--- src/rtl/hcc_pkg.sv ---
// ----------------------------------------------------------------------------
// hcc_pkg
// Shared types, widths and constants of the dual duty hill climb tracker.
// ----------------------------------------------------------------------------
package hcc_pkg;

  localparam int unsigned DUTY_WINDOW    = 50;
  localparam int unsigned STEP_WINDOW    = 10;
  localparam int unsigned STABLE_RUN_LEN = 50;

  localparam int unsigned DUTY_W  = 17;
  localparam int unsigned STEP_W  = 24;
  localparam int unsigned POWER_W = 32;
  localparam int unsigned CMP_W   = 16;
  localparam int unsigned CFG_W   = 17;
  localparam int unsigned CIDX_W  = 2;

  localparam logic [DUTY_W-1:0] Q16_ONE = DUTY_W'(65536);
  localparam int unsigned STEP_INIT_I = 6553600;
  localparam logic signed [STEP_W-1:0] STEP_INIT = STEP_W'(STEP_INIT_I);

  // running sum widths
  localparam int unsigned DSUM_W = $clog2(DUTY_WINDOW * 65536 + 1);
  localparam int unsigned SSUM_W = $clog2(STEP_WINDOW * STEP_INIT_I + 1) + 1;
  localparam logic signed [SSUM_W-1:0] SSUM_INIT = SSUM_W'(STEP_WINDOW * STEP_INIT_I);
  localparam int unsigned RUN_W  = $clog2(STABLE_RUN_LEN + 1);
  localparam logic [RUN_W-1:0] RUN_LEN = RUN_W'(STABLE_RUN_LEN);

  // floor(sum / DUTY_WINDOW) by reciprocal multiply, exact over the sum range
  localparam int unsigned DW_LOG      = $clog2(DUTY_WINDOW);
  localparam int unsigned RECIP_SHIFT = DSUM_W + DW_LOG;
  localparam longint unsigned RECIP =
    ((64'd1 << RECIP_SHIFT) + DUTY_WINDOW - 1) / DUTY_WINDOW;
  localparam int unsigned RECIP_W = $clog2(RECIP + 1);
  localparam logic [RECIP_W-1:0] RECIP_C = RECIP_W'(RECIP);
  localparam int unsigned PROD_W = DSUM_W + RECIP_W;

  typedef enum logic [CIDX_W-1:0] {
    CFG_ENABLE  = 2'd0,
    CFG_CARRIER = 2'd1,
    CFG_STEP    = 2'd2
  } cfg_idx_e;

  typedef struct packed {
    logic [DUTY_W-1:0] a;
    logic [DUTY_W-1:0] b;
  } duty_pair_t;

endpackage

--- src/rtl/hcc_step_cell.sv ---
// ----------------------------------------------------------------------------
// hcc_step_cell
// One slot of a step window shift line: holds a signed step, shifts on enable.
// ----------------------------------------------------------------------------
module hcc_step_cell
  import hcc_pkg::*;
(
  input  logic                     clk_i,
  input  logic                     rst_ni,
  input  logic                     shift_i,
  input  logic signed [STEP_W-1:0] d_i,
  output logic signed [STEP_W-1:0] q_o
);

  logic signed [STEP_W-1:0] slot_q;

  always_ff @(posedge clk_i or negedge rst_ni) begin
    if (!rst_ni) begin
      slot_q <= STEP_INIT;
    end else if (shift_i) begin
      slot_q <= d_i;
    end
  end

  assign q_o = slot_q;

endmodule

--- config.mk ---
export PLATFORM = sky130hd
export DESIGN_NAME = hcc_step_cell
export DESIGN_NICKNAME = d
export VERILOG_FILES = /design/src/rtl/hcc_pkg.sv /design/src/rtl/hcc_step_cell.sv
export SDC_FILE = /design/constraint.sdc
export NUM_CORES = 1
export LEC_CHECK = 0
export ABC_AREA = 1
export BUFFER_PORTS_ARGS = -buffer_cell sky130_fd_sc_hd__buf_2
export CAP_MARGIN = 25
export CELL_PAD_IN_SITES_DETAIL_PLACEMENT = 1
export CELL_PAD_IN_SITES_GLOBAL_PLACEMENT = 2
export CORE_UTILIZATION = 24
export CTS_CLUSTER_DIAMETER = 30
export DETAILED_ROUTE_END_ITERATION = 16
export PLACE_DENSITY = 0.87
export SLEW_MARGIN = 20
export SYNTH_ARGS = -nofsm -noshare
export SYNTH_HDL_FRONTEND = slang
export SYNTH_SLANG_ARGS = --single-unit
--- constraint.sdc ---
create_clock -name clk_i -period 1.05 [get_ports clk_i]
set_clock_uncertainty 0.1 [all_clocks]
set_input_delay 0.0525 -clock clk_i [delete_from_list [all_inputs] [get_ports clk_i]]
set_output_delay 0.0525 -clock clk_i [all_outputs]
set_load 0.005 [all_outputs]
Word level (Yosys, flattened, before mapping)
Index checks and enable logic that the tools add are counted.
- output and inout bits: 24
- input port bits: 27
- logic and storage cells: 1
- register bits: 24

Depth between registers and ports, before layout
Gate-level depths: netlist of the first run.
- depth in word-level cells: 0
- mapped depth: 5

Worst setup path after synthesis of the first run
OpenSTA, ideal clock, no wires.
- path type: flip-flop to flip-flop
- start: reg, netlist name q_o[22]
- end: reg slot_q[22] (netlist: q_o[22])
- setup time: 0.060 ns
- path slack: 0.286 ns
- stages on the path, launching flop included: 3
- buffers on the path: 0
- period minus slack after synthesis: 0.764 ns
- data arrival time: 0.603 ns
- cell sequence: dfstp_2 > nand2_1 > nand2_1
- RTL lines (item ; line ; text):
    end signal: assignment ; hcc_step_cell.sv:21 ; slot_q <= d_i;
    end: declaration ; hcc_step_cell.sv:15 ; logic signed [STEP_W-1:0] slot_q;

Final worst setup path of the first run
- start: reg slot_q[22] (netlist: q_o[22])
- end: out q_o[22]
- RTL lines (item ; line ; text):
    end: declaration ; hcc_step_cell.sv:12 ; output logic signed [STEP_W-1:0] q_o
No word-level cell between the ends.

==> results.rst, run 1 <==
.. list-table::
   :header-rows: 1

   * - Metric
     - Value
   * - Average instance area after synthesis
     - 9.59 µm²
   * - Fin crit period
     - 1.06 ns
   * - Worst path bufs/invs
     - 1
   * - Core footprint
     - 3770 µm²
   * - Starting utilization of the core area
     - 25.9%
   * - Crit path setup slack, layout
     - -0.0128 ns
   * - Min-Delay Startpoint
     - shift_i
   * - Area Growth Syn to Fin
     - 58.2%
   * - DR vias
     - 909
   * - Die outline area
     - 4340 µm²
   * - Final RePlAce weighted congestion
     - 0.683
   * - Detailed-route vias per instance
     - 4.02
   * - Share of synthesized area occupied by flip-flops and latches
     - 61.8%
   * - WHS Path Cells
     - 3
   * - Count of cell types in the netlist
     - 8
   * - Critical path launch point type
     - flop
   * - Crit path largest cell delay
     - 0.54 ns
   * - Class of the most critical hold timing path
     - in2reg
   * - PnR Total Power
     - 0.00205 W
   * - Total overflow reported by the global router
     - 0
   * - Antenna violations before repair
     - 0
   * - Series of cell instances along the critical path
     - buf_2
   * - Number of sinks driven by the clock tree
     - 24
   * - Number of fillers in the final layout
     - 458
   * - Utilization after layout
     - 41.0%
   * - Die height
     - 65.9 µm
   * - Port Buffers
     - 50
   * - Level count of the clock H-tree
     - 1
   * - Post-Route WL
     - 2.65 mm
   * - Floorplan row count
     - 22
   * - Power per Cell Area
     - 1330 nW/µm²
   * - DRC
     - 0
   * - Area of the multi-input gates
     - 295 µm²
   * - Hpwl dp
     - 1.85 mm
   * - Syn_nets
     - 129
   * - Final setup violation count
     - 3
   * - Required @ worst endpoint
     - 0.90 ns
   * - Worst slew margin
     - 63.8%
   * - Final number of hold-violating endpoints
     - 0
   * - Clock Root Buffer
     - sky130_fd_sc_hd__clkbuf_8
   * - Clock Tree Buf Depth
     - 2
   * - Maximum number of pins on one net before global-route repair
     - 25
   * - Total number of cells along the worst setup path
     - 1
   * - Cell family with most CP delay
     - flip-flops
   * - Setup Crit Path Kind
     - reg2out
   * - Sequential Area
     - 604 µm²
   * - Worst reg2reg startpoint
     - q_o[18]$_DFFE_PN1P_
   * - Post-detailed-route count of antenna-violating nets
     - 0
   * - Worst slew pin tran
     - 0.543 ns
   * - Clock tree from TritonCTS
     - done
   * - Highest-delay cell along the critical path
     - sky130_fd_sc_hd__dfstp_2
   * - Fraction of layout instances using a drive strength above 1
     - 39.3%
   * - Buffer count from post-CTS setup fixing
     - 0
   * - Placed instance count
     - 197
   * - Clock Pin Slew Worst Setup and Hold Paths
     - 0.08 ns
   * - Clock insertion delay at the later pin of the skew report
     - 0.26 ns
   * - Average detailed-routed wire length per instance
     - 11.7 µm
   * - Most common cell after layout, fill and taps aside
     - sky130_fd_sc_hd__nand2_1
   * - Most frequent cells in the layout
     - sky130_fd_sc_hd__nand2_1, sky130_fd_sc_hd__buf_2, sky130_fd_sc_hd__dlygate4sd3_1
   * - Violated checks
     - negative setup slack
   * - Overall die width
     - 65.9 µm
   * - GR Util All Layers
     - 13.0%
   * - Number of DRC violations after detailed-routing iteration 0
     - 11
   * - Post-Place Setup Slack
     - 0.234 ns
   * - Worst reg2reg path depth
     - 2
   * - Worst endpoint data arrival time
     - 0.91 ns
   * - YS warnings
     - 0
   * - Final non-filler cell total
     - 226
   * - Launch point of the worst path
     - q_o[22]$_DFFE_PN1P_
   * - Initial DRT Pass Iterations
     - 2
   * - Via count of the first global-routing pass
     - 971
   * - Synthesized cell area
     - 978 µm²
   * - MaxCap Viol Count
     - 0
   * - Diodes inserted
     - 0
   * - IR drop worst, VDD
     - 0.502 mV
   * - Global-route wire length before repair
     - 4.22 mm
   * - Max reg flops
     - 24
   * - Flops & latches, synth
     - 24
   * - CTS Buf Count
     - 3
   * - Top fanout value on the critical path
     - 2
   * - Post-synthesis cell count
     - 102
   * - Final Cycle Share
     - 101%
   * - Crit. End Element
     - output port
   * - Number of nets at the end of the flow
     - 206
   * - Status
     - complete, but fails checks
   * - Slew Viols, Final
     - 0
   * - Max frequency
     - 0.941 GHz
   * - Static leakage power
     - 0.855 nW
   * - RSZ-0062 raised after global routing
     - yes
   * - Number of ports placed on the die boundary
     - 51
==> kinds of logic (layout without fill, tap and decap cells) <==
kind of cell | count (synthesis) | count (layout) | share of synthesized area (%)
simple gates | 72 | 72 | 30.2
flops | 24 | 24 | 61.8
buf+inv | 6 | 82 | 8.06
==> worst paths after layout <==
| path | slack (ns) | to |
|---|---|---|
| min reg2reg | 0.37 | q_o[21]$_DFFE_PN1P_ |
| max reg2reg | 0.24 | q_o[18]$_DFFE_PN1P_ |
| max in group asynchronous | 0.29 | q_o[22]$_DFFE_PN1P_ |
| max | -0.01 | q_o[22] |
| min | 0.007 | q_o[21]$_DFFE_PN1P_ |
| min in group asynchronous | 0.19 | q_o[17]$_DFFE_PN0P_ |
==> cells in the mapped netlist (all sizes together) <==
cell type  instances  area [µm²]
buf                4        53.8
nand2             72         295
dfstp              3        78.8
clkbuf             1        13.8
inv                1        11.3
dfrtp             21         526
==> metal layers <==
metal	vias to the layer above	part of all wire (%)	track usage (%)
met1	413	42	14.6
met4	0	0.79	4.08
met3	3	6.5	3.45
li1	454	-	-
met2	39	50	23.6
met5	-	0	0
==> where the power goes <==
part | internal, W | total, W | leakage (nW) | switching, W
sequential | 0.00101 | 0.00106 | 0.287 | 0.0000486
combinational | 0.000199 | 0.000362 | 0.539 | 0.000163
clock | 0.000335 | 0.000630 | 0.0288 | 0.000295
total | 0.00155 | 0.00205 | 0.855 | 0.000507
==> per-stage QoR <==
step           setup TNS (ns)  hold WS (ns)  area [µm²]
6_report              -0.0227       0.00669        1550
5_1_grt                -0.108        0.0191        1550
4_1_cts               -0.0631       0.00473        1540
3_5_place_dp                0       -0.0248        1240
3_3_place_gp                0       -0.0419        1240
2_1_floorplan               0        -0.343         978
==> cell type report <==
class,count,share of cell area (%)
Tap cell,48,3.88
Inverter,1,0.728
Sequential cell,24,39.0
Timing Repair Buffer,77,33.7
Clock buffer,4,3.56
Multi-Input combinational cell,72,19.1
==> repair_timing <==
| action | CTS | global route |
|---|---|---|
| gates resized for setup | 0 | 1 |
| endpoints found under the hold margin | 45 | 0 |
| endpoints found under the setup margin | 3 | 3 |
| gates cloned | 0 | 0 |
| hold buffers | 25 | 0 |
Note: power is estimated with default switching activity, not from simulation.
==> run 2: changes to the inputs <==
--- a/config.mk
+++ b/config.mk
@@ -6,14 +6,16 @@
 export NUM_CORES = 1
 export LEC_CHECK = 0
 export ABC_AREA = 1
-export BUFFER_PORTS_ARGS = -buffer_cell sky130_fd_sc_hd__buf_2
 export CAP_MARGIN = 25
 export CELL_PAD_IN_SITES_DETAIL_PLACEMENT = 1
 export CELL_PAD_IN_SITES_GLOBAL_PLACEMENT = 2
-export CORE_UTILIZATION = 24
+export CORE_UTILIZATION = 25
 export CTS_CLUSTER_DIAMETER = 30
+export CTS_CLUSTER_SIZE = 24
 export DETAILED_ROUTE_END_ITERATION = 16
-export PLACE_DENSITY = 0.87
+export DONT_BUFFER_PORTS = 1
+export PLACE_DENSITY = 0.7
+export RECOVER_POWER = 25
 export SLEW_MARGIN = 20
 export SYNTH_ARGS = -nofsm -noshare
 export SYNTH_HDL_FRONTEND = slang
==> results.rst, run 2 (synthesis gave the netlist of run 1 again) <==
.. list-table::
   :header-rows: 1

   * - Metric
     - Value
   * - Area after detailed placement
     - 971 µm²
   * - GR Util All Layers
     - 11.2%
   * - RSZ-0062 raised after global routing
     - no
   * - Via count of the first global-routing pass
     - 792
   * - Overall die width
     - 64.6 µm
   * - Status
     - complete, but fails checks
   * - Number of sinks driven by the clock tree
     - 24
   * - Area Growth Syn to Fin
     - 30.9%
   * - Final RePlAce weighted congestion
     - 0.584
   * - Port Buffers
     - 0
   * - Slew Viols, Final
     - 0
   * - Design area
     - 1280 µm²
   * - Initial DRT Pass Iterations
     - 4
   * - Grt met3 use
     - 3.35%
   * - Critical path launch point type
     - flop
   * - Clock Root Buffer
     - sky130_fd_sc_hd__clkbuf_8
   * - Crit. End Element
     - output port
   * - Clock insertion delay at the later pin of the skew report
     - 0.26 ns
   * - Global-route wire length before repair
     - 3.62 mm
   * - Worst slew margin
     - 60.2%
   * - IR drop worst, VDD
     - 0.425 mV
   * - Fin crit period
     - 0.965 ns
   * - Post-detailed-route count of antenna-violating nets
     - 0
   * - Average detailed-routed wire length per instance
     - 12.4 µm
   * - Static leakage power
     - 0.614 nW
   * - Post-Route WL
     - 2.18 mm
   * - Fraction of layout instances using a drive strength above 1
     - 15.0%
   * - Most frequent cells in the layout
     - sky130_fd_sc_hd__nand2_1, sky130_fd_sc_hd__dlygate4sd3_1, sky130_fd_sc_hd__dfrtp_1
   * - Max reg flops
     - 24
   * - Count of instances resized after the clock tree is built
     - 0
   * - DRC
     - 0
   * - Level count of the clock H-tree
     - 1
   * - Met2 Usage GRT
     - 20.0%
   * - Starting utilization of the core area
     - 26.3%
   * - Hpwl dp
     - 1.33 mm
   * - Floorplan row count
     - 22
   * - Final non-filler cell total
     - 175
   * - Placed instance count
     - 145
   * - Detailed-route vias per instance
     - 4.31
   * - Clock Pin Slew Worst Setup and Hold Paths
     - 0.08 ns
   * - Total overflow reported by the global router
     - 0
   * - Die height
     - 64.6 µm
   * - Power per Cell Area
     - 1480 nW/µm²
   * - Tightest hold margin
     - -0.203 ns
   * - Number of DRC violations after detailed-routing iteration 0
     - 39
   * - Final setup violation count
     - 0
   * - Area of the multi-input gates
     - 295 µm²
   * - Antenna violations before repair
     - 0
   * - Setup Crit Path Kind
     - reg2out
   * - Required @ worst endpoint
     - 0.90 ns
   * - Core footprint
     - 3720 µm²
   * - Sequential Area
     - 604 µm²
   * - Diodes inserted
     - 0
   * - Clock tree from TritonCTS
     - done
   * - Worst slew pin tran
     - 0.597 ns
   * - Clock Tree Buf Depth
     - 2
   * - Die outline area
     - 4170 µm²
   * - Most common cell after layout, fill and taps aside
     - sky130_fd_sc_hd__nand2_1
   * - Global-route met1 utilization
     - 13.1%
   * - Number of ports placed on the die boundary
     - 51
   * - TNS Setup
     - 0 ns
   * - Final number of hold-violating endpoints
     - 24
   * - Number of fillers in the final layout
     - 455
   * - Number of nets at the end of the flow
     - 155
   * - Number of buffers inserted for hold repair after clock tree synthesis
     - 26
   * - Global routing's busiest layer
     - met2
   * - Worst endpoint data arrival time
     - 0.81 ns
   * - Buffer count from post-CTS setup fixing
     - 0
   * - Max frequency
     - 1.04 GHz
   * - DR vias
     - 755
   * - Top fanout value on the critical path
     - 2
   * - MaxCap Viol Count
     - 0
   * - Final Cycle Share
     - 91.9%
   * - Maximum number of pins on one net before global-route repair
     - 26
   * - CTS Buf Count
     - 3
   * - Class of the most critical hold timing path
     - in2reg
   * - Violated checks
     - negative hold slack
==> run 2: path summary, 6_finish.rpt <==
check	startpoint	endpoint	slack, ns	cells after the start
worst min-delay path	shift_i	q_o[22]$_DFFE_PN1P_	-0.20	2
worst max-delay path	q_o[22]$_DFFE_PN1P_	q_o[22]	0.09	0
worst max register to register	q_o[22]$_DFFE_PN1P_	q_o[22]$_DFFE_PN1P_	0.22	2
max in group asynchronous	rst_ni	q_o[4]$_DFFE_PN0P_	0.23	2
worst min register to register	q_o[21]$_DFFE_PN1P_	q_o[21]$_DFFE_PN1P_	0.38	2
min in group asynchronous	rst_ni	q_o[1]$_DFFE_PN0P_	0.23	2
==> run 2: final cells by class <==
| type | count | area share, % |
|---|---|---|
| inverters | 1 | 0.879 |
| clock buffers | 4 | 4.30 |
| flip-flops and latches | 24 | 47.2 |
| repair buffers | 26 | 19.9 |
| multi-input cells | 72 | 23.0 |
| well taps | 48 | 4.69 |
==> run 2: stage by stage <==
step / total power, W / util (%) / setup WS [ns] / hold slack (ns)
after global placement: 0.00120 / 26.1 / 0.264 / -0.343
final: 0.00190 / 34.5 / 0.0854 / -0.203
after floorplan: 0.00121 / - / 0.286 / -0.343
after global routing: 0.00202 / 34.5 / 0.0506 / -0.206
after detailed placement: 0.00121 / 26.1 / 0.237 / -0.343
after CTS: 0.00195 / 34.9 / 0.0676 / -0.219
==> run 2: layer usage <==
layer / routed length [µm] / share of wire, %
met4: 0 / 0
met5: 0 / 0
met2: 1130 / 52
met1: 879 / 40
met3: 172 / 7.9
==> run 2: power breakdown <==
group	switching, W	total, W	internal, W
Sequential	0.0000702	0.00108	0.00101
Clock	0.000279	0.000613	0.000334
Combinational	0.0000929	0.000200	0.000107
Total	0.000442	0.00190	0.00146
