==> src/rtl/hcc_pkg.sv <==
// ----------------------------------------------------------------------------
// hcc_pkg
// Shared types, widths and constants of the dual duty hill climb tracker.
// ----------------------------------------------------------------------------
package hcc_pkg;

  localparam int unsigned DUTY_WINDOW    = 50;
  localparam int unsigned STEP_WINDOW    = 10;
  localparam int unsigned STABLE_RUN_LEN = 50;

  localparam int unsigned DUTY_W  = 17;
  localparam int unsigned STEP_W  = 24;
  localparam int unsigned POWER_W = 32;
  localparam int unsigned CMP_W   = 16;
  localparam int unsigned CFG_W   = 17;
  localparam int unsigned CIDX_W  = 2;

  localparam logic [DUTY_W-1:0] Q16_ONE = DUTY_W'(65536);
  localparam int unsigned STEP_INIT_I = 6553600;
  localparam logic signed [STEP_W-1:0] STEP_INIT = STEP_W'(STEP_INIT_I);

  // running sum widths
  localparam int unsigned DSUM_W = $clog2(DUTY_WINDOW * 65536 + 1);
  localparam int unsigned SSUM_W = $clog2(STEP_WINDOW * STEP_INIT_I + 1) + 1;
  localparam logic signed [SSUM_W-1:0] SSUM_INIT = SSUM_W'(STEP_WINDOW * STEP_INIT_I);
  localparam int unsigned RUN_W  = $clog2(STABLE_RUN_LEN + 1);
  localparam logic [RUN_W-1:0] RUN_LEN = RUN_W'(STABLE_RUN_LEN);

  // floor(sum / DUTY_WINDOW) by reciprocal multiply, exact over the sum range
  localparam int unsigned DW_LOG      = $clog2(DUTY_WINDOW);
  localparam int unsigned RECIP_SHIFT = DSUM_W + DW_LOG;
  localparam longint unsigned RECIP =
    ((64'd1 << RECIP_SHIFT) + DUTY_WINDOW - 1) / DUTY_WINDOW;
  localparam int unsigned RECIP_W = $clog2(RECIP + 1);
  localparam logic [RECIP_W-1:0] RECIP_C = RECIP_W'(RECIP);
  localparam int unsigned PROD_W = DSUM_W + RECIP_W;

  typedef enum logic [CIDX_W-1:0] {
    CFG_ENABLE  = 2'd0,
    CFG_CARRIER = 2'd1,
    CFG_STEP    = 2'd2
  } cfg_idx_e;

  typedef struct packed {
    logic [DUTY_W-1:0] a;
    logic [DUTY_W-1:0] b;
  } duty_pair_t;

endpackage

==> src/rtl/hcc_duty_cell.sv <==
// ----------------------------------------------------------------------------
// hcc_duty_cell
// One slot of the duty window shift line: holds a duty pair, shifts on enable.
// ----------------------------------------------------------------------------
module hcc_duty_cell
  import hcc_pkg::*;
(
  input  logic       clk_i,
  input  logic       rst_ni,
  input  logic       shift_i,
  input  duty_pair_t d_i,
  output duty_pair_t q_o
);

  duty_pair_t slot_q;

  always_ff @(posedge clk_i or negedge rst_ni) begin
    if (!rst_ni) begin
      slot_q <= '0;
    end else if (shift_i) begin
      slot_q <= d_i;
    end
  end

  assign q_o = slot_q;

endmodule

==> config.mk <==
export PLATFORM = sky130hd
export DESIGN_NAME = hcc_duty_cell
export DESIGN_NICKNAME = d
export VERILOG_FILES = /design/src/rtl/hcc_pkg.sv /design/src/rtl/hcc_duty_cell.sv
export SDC_FILE = /design/constraint.sdc
export NUM_CORES = 1
export LEC_CHECK = 0
export BUFFER_PORTS_ARGS = -buffer_cell sky130_fd_sc_hd__buf_2
export CAP_MARGIN = 10
export CORE_ASPECT_RATIO = 0.9
export CORE_MARGIN = 3
export CORE_UTILIZATION = 44
export DETAILED_ROUTE_END_ITERATION = 8
export PLACE_DENSITY = 0.77
export SETUP_SLACK_MARGIN = 0.1
export SKIP_CTS_REPAIR_TIMING = 1
export SLEW_MARGIN = 20
export SYNTH_ARGS = -nofsm -noshare
export SYNTH_HDL_FRONTEND = slang
export SYNTH_SLANG_ARGS = --single-unit
==> constraint.sdc <==
create_clock -name clk_i -period 1 [get_ports clk_i]
set_input_delay 0.15 -clock clk_i [delete_from_list [all_inputs] [get_ports clk_i]]
set_output_delay 0.15 -clock clk_i [all_outputs]
set_load 0.005 [all_outputs]
Word-level counts from Yosys, hierarchy flattened

Index checks and enable logic that the tools add are counted.

Bits in registers: 34
Bits of input ports: 37

Depth between registers and ports, before layout

Gate-level depths: netlist (run 1).

Word-level depth: 0
Mapped depth: 3

Worst setup path after synthesis (run 1)

Ideal clock, no wire load.

Path kind: in2reg
Start: input shift_i
End: register slot_q, in the netlist q_o[0]
Stages: 3
Buffers on the path: 2
Arrival: 0.703 ns
Setup slack: 0.172 ns
Required time: 0.875 ns
Cell sequence: buf_6 > buf_12 > mux2_4

RTL lines:

| item                   | RTL line            | RTL |
|---|---|---|
| start: declaration     | hcc_duty_cell.sv:10 | `input logic shift_i,` |
| end signal: assignment | hcc_duty_cell.sv:21 | `slot_q <= d_i;` |
| end: declaration       | hcc_duty_cell.sv:15 | `duty_pair_t slot_q;` |

No word-level cell between the ends.

Worst setup path in the final report (run 1)

Start: register slot_q, in the netlist q_o[15]
End: output q_o[15] (netlist name)

RTL lines:

| item             | RTL line            | RTL |
|---|---|---|
| end: declaration | hcc_duty_cell.sv:12 | `output duty_pair_t q_o` |

No word-level cell between the ends.

==> flow_summary.json, run 1 <==
{
  "cp_top_family": "flip-flops",
  "setup_violations": 13,
  "grt_most_used_layer": "met2",
  "grt_use_total_pct": 15.62,
  "yosys_most_used_dff": "dfrtp_1",
  "worstHoldPathCells": 2,
  "met1_usage_pct": 19.44,
  "yosysWarnings": 0,
  "met3_usage_pct": 7.519,
  "cts_root_buffer": "clkbuf_4",
  "synth.top_cell.area_share_pct": 60.02,
  "syn_nets": 109,
  "rows": 18,
  "yosys-top-cells-count": "dfrtp_1 (34), mux2_4 (30), mux2_2 (4), buf_12 (3), buf_6 (1)",
  "syn_area_um2": 1418,
  "max_stage_delay_ns": 0.40,
  "dpl.hpwl_mm": 2.037,
  "port_buffers": 70,
  "finalCritPeriodShare_pct": 101.1,
  "drt-total-wl_mm": 3.051,
  "hp-class": "in2reg",
  "cp_slowest_cell": "dfrtp_1",
  "hold_viol": 0,
  "synth_edf_count": 0,
  "tightestPinTransition_ns": 0.1820,
  "drv_slew": 0,
  "violations": "setup timing",
  "cp_cell_sequence": "buf_2",
  "grt_pass1_vias": 934,
  "vias": 976,
  "nFillCells": 209,
  "avgViaCountPerCell": 4.540,
  "die_area_um2": 3940,
  "synth_area_leaders": "dfrtp_1 (60%), mux2_4 (32%), buf_12 (4.2%), mux2_2 (3.2%), buf_6 (0.79%)",
  "rrSetupSlack_ns": 0.09,
  "cts.sinks": 34,
  "wl_per_cell_um": 14.19,
  "yosysTopAreaCell": "dfrtp_1",
  "ir_drop_uv": 963.7,
  "cp-start-kind": "register",
  "rr_endpoint": "q_o[27]",
  "synth.most_common_cell": "dfrtp_1",
  "timing.rr.start": "q_o[27]",
  "holdCritStartpoint": "d_i[20]",
  "crit_cells": 1,
  "area_growth_pct": 45.90,
  "worst-path-buf-inv": 1,
  "critPathKind": "reg2out",
  "crit_arrival_ns": 0.86,
  "fin_tns_setup_ns": -0.05654,
  "drt_iter0_drc": 36,
  "relSlewSlack_pct": 87.87,
  "die_h_um": 59.85,
  "p_leak_nw": 1.123,
  "antenna_found_initial": 0,
  "status": "finished with violations",
  "htreeDepth": 2,
  "ys_seq_elements": 34,
  "maxCapViolations": 0,
  "ys_types": 5,
  "ys_seq_area_share_pct": 60.02,
  "cts_tree": "yes",
  "place_ws_ns": 0.03124,
  "fin_ws_ns": -0.01100,
  "largest_reg_flops": 34,
  "clk_path_buf_depth": 2,
  "synthCells": 72,
  "cts_buffers": 5,
  "period_needed_ns": 1.011,
  "clk_pin_slew_ns": 0.10,
  "overflow": 0,
  "nets": 211,
  "cp.required_ns": 0.85,
  "dr.pass1.iters": 3,
  "num_io_pins": 71,
  "p_per_area_nw_per_um2": 1489,
  "end_kind": "output pin",
  "worstSkewPairLatency_ns": 0.33,
  "fin_total_pwr_mw": 3.080,
  "grt.met2_usage_pct": 24.29,
  "ant_nets": 0,
  "rsz0062_at_grt": "true",
  "holdWs_ns": 0.04134,
  "start_util_pct": 48.79,
  "dieWidth_um": 65.83,
  "drc_errors": 0,
  "whs_endpoint": "q_o[20]",
  "grt_pass1_wl_mm": 4.505,
  "antenna_cells": 0,
  "finClkSkew_ns": 0,
  "gp_congestion": 0.6560,
  "reg2reg_depth": 2,
  "layout-drive-gt1-share_pct": 80.00,
  "syn_area_per_cell_um2": 19.69,
  "crit_fanout": 2,
  "grt_max_degree": 35,
  "synthArstFlopShare_pct": 100.0,
  "design.core.area_um2": 2905,
  "max_freq_mhz": 989.1
}
## report_power, final
part / internal [mW] / switching, mW / total [mW]
clock network: 0.338 / 0.459 / 0.797
logic: 0.474 / 0.228 / 0.702
registers: 1.51 / 0.0697 / 1.58
## cells in the final DEF (no fill, tap or decap)
| cell | Yosys | routed |
|---|---|---|
| buf_2 | 0 | 70 |
| dlygate4sd3_1 | 0 | 1 |
| mux2_2 | 4 | 4 |
| clkinv_2 | 0 | 1 |
| clkinvlp_4 | 0 | 1 |
| clkbuf_8 | 0 | 1 |
| mux2_4 | 30 | 30 |
| dfrtp_1 | 34 | 34 |
| clkbuf_4 | 0 | 5 |
| buf_4 | 0 | 25 |
| buf_12 | 3 | 3 |
## layer usage
layer	vias up	wire length (um)
met3	2	329
met2	53	1465
met1	463	1246
li1	458	-
met4	0	10
met5	-	0
## worst max-delay path by stage
| stage | slack, ns | startpoint | to |
|---|---|---|---|
| finish | -0.01 | q_o[15] | q_o[15] |
| global route | -0.08 | q_o[15] | q_o[15] |
| CTS | -0.04 | q_o[15] | q_o[15] |
| detailed placement | 0.03 | shift_i | q_o[14] |
| global placement | 0.06 | shift_i | q_o[16] |
| floorplan | 0.17 | shift_i | q_o[0] |
## cells by family after synthesis
group	Yosys count	share of synthesized area, %
multiplexers	34	34.95
buffers and inverters	4	5.031
flip-flops	34	60.02
## final cells by class
cell class | instances | area [um^2] | share of cell area [%]
Sequential cell | 34 | 850.8 | 41.14
Timing Repair Buffer | 99 | 608.1 | 29.40
Clock buffer | 6 | 51.30 | 2.480
Multi-Input combinational cell | 34 | 495.5 | 23.96
Tap cell | 40 | 50.05 | 2.420
Clock inverter | 2 | 12.51 | 0.6050
## through the flow
stage               cells  utilization [%]  area (um^2)
floorplan              72                -         1418
global placement      181            62.19         1807
detailed placement    181            62.19         1807
CTS                   189            64.38         1871
global route          215            71.19         2068
finish                215            71.19         2068
No activity file was read; power rests on OpenSTA's default activity.
==> run 2, diff against run 1 <==
- TNS_END_PERCENT: unset -> 50
==> flow_summary.json, run 2 (synthesis results as in run 1) <==
{
  "status": "finished with violations",
  "violations": "setup timing",
  "power_frac_clock_pct": 26.5,
  "drt_iter0_drc": 29,
  "grt_max_degree": 35,
  "critPathKind": "reg2out",
  "overflow": 0,
  "largest_reg_flops": 34,
  "tightestPinTransition_ns": 0.1805,
  "finClkSkew_ns": 0,
  "p_comb_share_pct": 21.1,
  "worst-path-buf-inv": 1,
  "vias": 935,
  "start_util_pct": 48.79,
  "die_area_um2": 3940,
  "cts_buffers": 5,
  "multi_input_area_um2": 495.5,
  "port_buffers": 70,
  "switching_power_mw": 0.7412,
  "seq_power_share_pct": 52.5,
  "nets": 200,
  "crit_arrival_ns": 0.87,
  "drt-total-wl_mm": 2.884,
  "crit_fanout": 2,
  "reg2reg_depth": 2,
  "timing.rr.start": "q_o[1]",
  "drc_errors": 0,
  "clk_pin_slew_ns": 0.10,
  "area_growth_pct": 40.07,
  "design.core.area_um2": 2905,
  "max_freq_mhz": 981.0,
  "grt_use_total_pct": 15.62,
  "cp_top_family": "flip-flops",
  "end_kind": "output pin",
  "rrSetupSlack_ns": 0.09,
  "power.internal_mw": 2.271,
  "num_io_pins": 71,
  "startpoint": "q_o[27]",
  "fin_total_pwr_mw": 3.013,
  "period_needed_ns": 1.019,
  "nFillCells": 217,
  "clk_path_buf_depth": 2,
  "dieWidth_um": 65.83,
  "ir_drop_uv": 957.7,
  "holdWs_ns": 0.04192,
  "finalCritPeriodShare_pct": 101.9,
  "cp-start-kind": "register",
  "place_ws_ns": 0.03124,
  "drv_slew": 0,
  "htreeDepth": 2,
  "cp.required_ns": 0.85,
  "cts_tree": "yes",
  "cp_cell_sequence": "buf_2",
  "grt_pass1_wl_mm": 4.505,
  "crit_end": "q_o[27]",
  "hp-class": "in2reg",
  "cp_slowest_cell": "dfrtp_1",
  "wl_per_cell_um": 14.14,
  "ant_nets": 0,
  "crit_cells": 1,
  "setup_violations": 13,
  "antenna_found_initial": 0,
  "ff_latch_area_um2": 850.8,
  "cts.sinks": 34,
  "rsz0062_at_grt": "true",
  "gp_congestion": 0.6560,
  "final_cell_mix": "buf_2 (70), dfrtp_1 (34), mux2_4 (30)",
  "layout-drive-gt1-share_pct": 78.66,
  "max_stage_delay_ns": 0.41,
  "dpl.hpwl_mm": 2.037,
  "p_sw_share_pct": 24.60,
  "dr.pass1.iters": 3,
  "final_common_cell": "buf_2",
  "die_h_um": 59.85,
  "relSlewSlack_pct": 87.96,
  "fin_ws_ns": -0.01941,
  "rr_endpoint": "q_o[1]",
  "p_per_area_nw_per_um2": 1517,
  "rows": 18,
  "antenna_cells": 0,
  "worstHoldPathCells": 2,
  "cts_root_buffer": "clkbuf_4",
  "p_leak_nw": 1.070,
  "maxCapViolations": 0,
  "worstSkewPairLatency_ns": 0.33,
  "grt_pass1_vias": 934,
  "avgViaCountPerCell": 4.583,
  "hold_viol": 0
}
[run 2: cell count changes in the layout (fill, tap and decap cells not counted)]
cell and delta:
buf_4 -11
[run 2: per-layer routing]
metal	vias to the layer above	GRT usage (%)	routed length (um)
li1	435	-	-
met1	445	19.44	1182
met2	53	24.29	1357
met3	2	7.519	334
met4	0	4.438	10
met5	-	0	0
[run 2: stage by stage]
| stage | utilization (%) | TNS [ns] | instance area (um^2) | instances |
|---|---|---|---|---|
| finish | 68.35 | -0.06132 | 1986 | 204 |
| global route | 68.35 | -1.886 | 1986 | 204 |
| CTS | 64.38 | -0.5939 | 1871 | 189 |
| detailed placement | 62.19 | 0 | 1807 | 181 |
| global placement | 62.19 | 0 | 1807 | 181 |
| floorplan | - | 0 | 1418 | 72 |
[run 2: how the worst min path moves through the flow]
stage | slack [ns] | start | end
after floorplan | -0.15 | rst_ni | q_o[0]
after global placement | 0.12 | rst_ni | q_o[6]
after detailed placement | 0.13 | rst_ni | q_o[8]
after CTS | -0.24 | rst_ni | q_o[8]
after global routing | 0.01 | d_i[6] | q_o[6]
final | 0.04 | d_i[24] | q_o[24]
[run 2: power groups by stage]
stage	sequential (mW)	clock, mW	combinational (mW)
2_1_floorplan	1.62	0	0.275
3_3_place_gp	1.61	0	0.535
3_5_place_dp	1.61	0	0.554
4_1_cts	1.59	0.816	0.554
5_1_grt	1.60	0.898	0.687
6_report	1.58	0.797	0.635
[run 2: final cells by class]
type / count / share of cell area, %
flip-flops and latches: 34 / 42.85
well taps: 40 / 2.520
clock buffers: 6 / 2.583
multi-input cells: 34 / 24.95
clock inverters: 2 / 0.6301
repair buffers: 88 / 26.47
==> run 3, diff against run 2 <==
- ABC_AREA: unset -> 0
- TNS_END_PERCENT: 50 -> 30
==> flow_summary.json, run 3 (synthesis results as in run 1) <==
{
  "drt-total-wl_mm": 2.850,
  "cts_root_buffer": "clkbuf_4",
  "fin_ws_ns": -0.01831,
  "hp-class": "in2reg",
  "max_stage_delay_ns": 0.41,
  "antenna_found_initial": 0,
  "cts_buffers": 5,
  "cp-start-kind": "register",
  "startpoint": "q_o[27]",
  "grt_pass1_wl_mm": 4.505,
  "power.internal_mw": 2.253,
  "rows": 18,
  "drc_errors": 0,
  "ant_nets": 0,
  "dr.pass1.iters": 3,
  "overflow": 0,
  "crit_fanout": 2,
  "nets": 196,
  "violations": "setup timing",
  "worstSkewPairLatency_ns": 0.32,
  "top_layer": "met4",
  "worstHoldPathCells": 2,
  "design.core.area_um2": 2905,
  "clk_path_buf_depth": 2,
  "period_needed_ns": 1.018,
  "maxCapViolations": 0,
  "nFillCells": 216,
  "vias": 920,
  "layout-drive-gt1-share_pct": 78.13,
  "max_freq_mhz": 982.0,
  "timing.rr.start": "q_o[1]",
  "dieWidth_um": 65.83,
  "wl_met2_mm": 1.352,
  "reg2reg_depth": 2,
  "final_util_pct": 67.31,
  "final_common_cell": "buf_2",
  "switching_power_mw": 0.7326,
  "p_sw_share_pct": 24.54,
  "worst-path-buf-inv": 1,
  "drt_iter0_drc": 35,
  "dr_wl_met3_um": 339,
  "cp_cell_sequence": "buf_2",
  "avgViaCountPerCell": 4.600,
  "wl_per_cell_um": 14.25,
  "rsz0062_at_grt": "true",
  "finalCritPeriodShare_pct": 101.8,
  "die_h_um": 59.85,
  "start_util_pct": 48.79,
  "place_inst": 181,
  "cts.sinks": 34,
  "relSlewSlack_pct": 87.92,
  "cp_slowest_cell": "dfrtp_1",
  "fin_total_pwr_mw": 2.985,
  "critPathKind": "reg2out",
  "status": "finished with violations",
  "cts_tree": "yes",
  "grt_pass1_vias": 934,
  "holdWs_ns": 0.04301,
  "htreeDepth": 2,
  "tightestPinTransition_ns": 0.1812,
  "port_buffers": 70,
  "gp_congestion": 0.6560,
  "whs_endpoint": "q_o[20]",
  "final_cells": 200,
  "final_cell_mix": "buf_2 (70), dfrtp_1 (34), mux2_4 (30)",
  "rrSetupSlack_ns": 0.10,
  "ir_drop_uv": 951.8,
  "crit_arrival_ns": 0.87,
  "p_per_area_nw_per_um2": 1527,
  "largest_reg_flops": 34,
  "end_kind": "output pin",
  "die_area_um2": 3940,
  "grt_max_degree": 35,
  "holdCritStartpoint": "d_i[20]",
  "seq_power_share_pct": 53.0,
  "power_frac_clock_pct": 26.6,
  "place_ws_ns": 0.03124,
  "cp.required_ns": 0.85,
  "p_comb_share_pct": 20.4,
  "wl_met1_mm": 1.148,
  "drv_slew": 0,
  "antenna_cells": 0,
  "hold_viol": 0,
  "dpl.hpwl_mm": 2.037,
  "setup_violations": 8,
  "num_io_pins": 71,
  "finClkSkew_ns": 0,
  "rr_endpoint": "q_o[1]",
  "p_leak_nw": 1.051,
  "clk_pin_slew_ns": 0.10,
  "grt_use_total_pct": 15.62,
  "cp_top_family": "flip-flops",
  "area_growth_pct": 37.95
}
-- run 3: changes by cell type in the layout (fill, tap and decap cells not counted) --
cell and change:
buf_4 -4
-- run 3: worst max-delay path by stage --
stage,slack [ns],to,cells past startpoint
4_1_cts,-0.04,q_o[15],1
6_report,-0.02,q_o[27],1
5_1_grt,-0.08,q_o[15],1
3_3_place_gp,0.06,q_o[16],3
2_1_floorplan,0.17,q_o[0],3
3_5_place_dp,0.03,q_o[14],3
-- run 3: cell type report --
type,count,area [um^2],share of cell area [%]
Clock buffer,6,51.30,2.623
Timing Repair Buffer,84,495.5,25.34
Sequential cell,34,850.8,43.51
Multi-Input combinational cell,34,495.5,25.34
Tap cell,40,50.05,2.559
Clock inverter,2,12.51,0.6398
-- run 3: metrics by stage --
stage               instance area (um^2)  TNS (ns)
finish                              1956  -0.05918
global route                        1956    -1.903
CTS                                 1871   -0.5939
detailed placement                  1807         0
global placement                    1807         0
floorplan                           1418         0
-- run 3: per-layer routing --
| layer | global-route usage, % | up-vias |
|---|---|---|
| met5 | 0 | - |
| met4 | 4.438 | 0 |
| met3 | 7.519 | 2 |
| met2 | 24.29 | 53 |
| met1 | 19.44 | 437 |
| li1 | - | 428 |
-- run 3: power by group through the flow --
stage / sequential (mW) / combinational (mW) / clock (mW)
4_1_cts: 1.59 / 0.554 / 0.816
3_5_place_dp: 1.61 / 0.554 / 0
2_1_floorplan: 1.62 / 0.275 / 0
5_1_grt: 1.60 / 0.661 / 0.894
6_report: 1.58 / 0.609 / 0.793
3_3_place_gp: 1.61 / 0.535 / 0
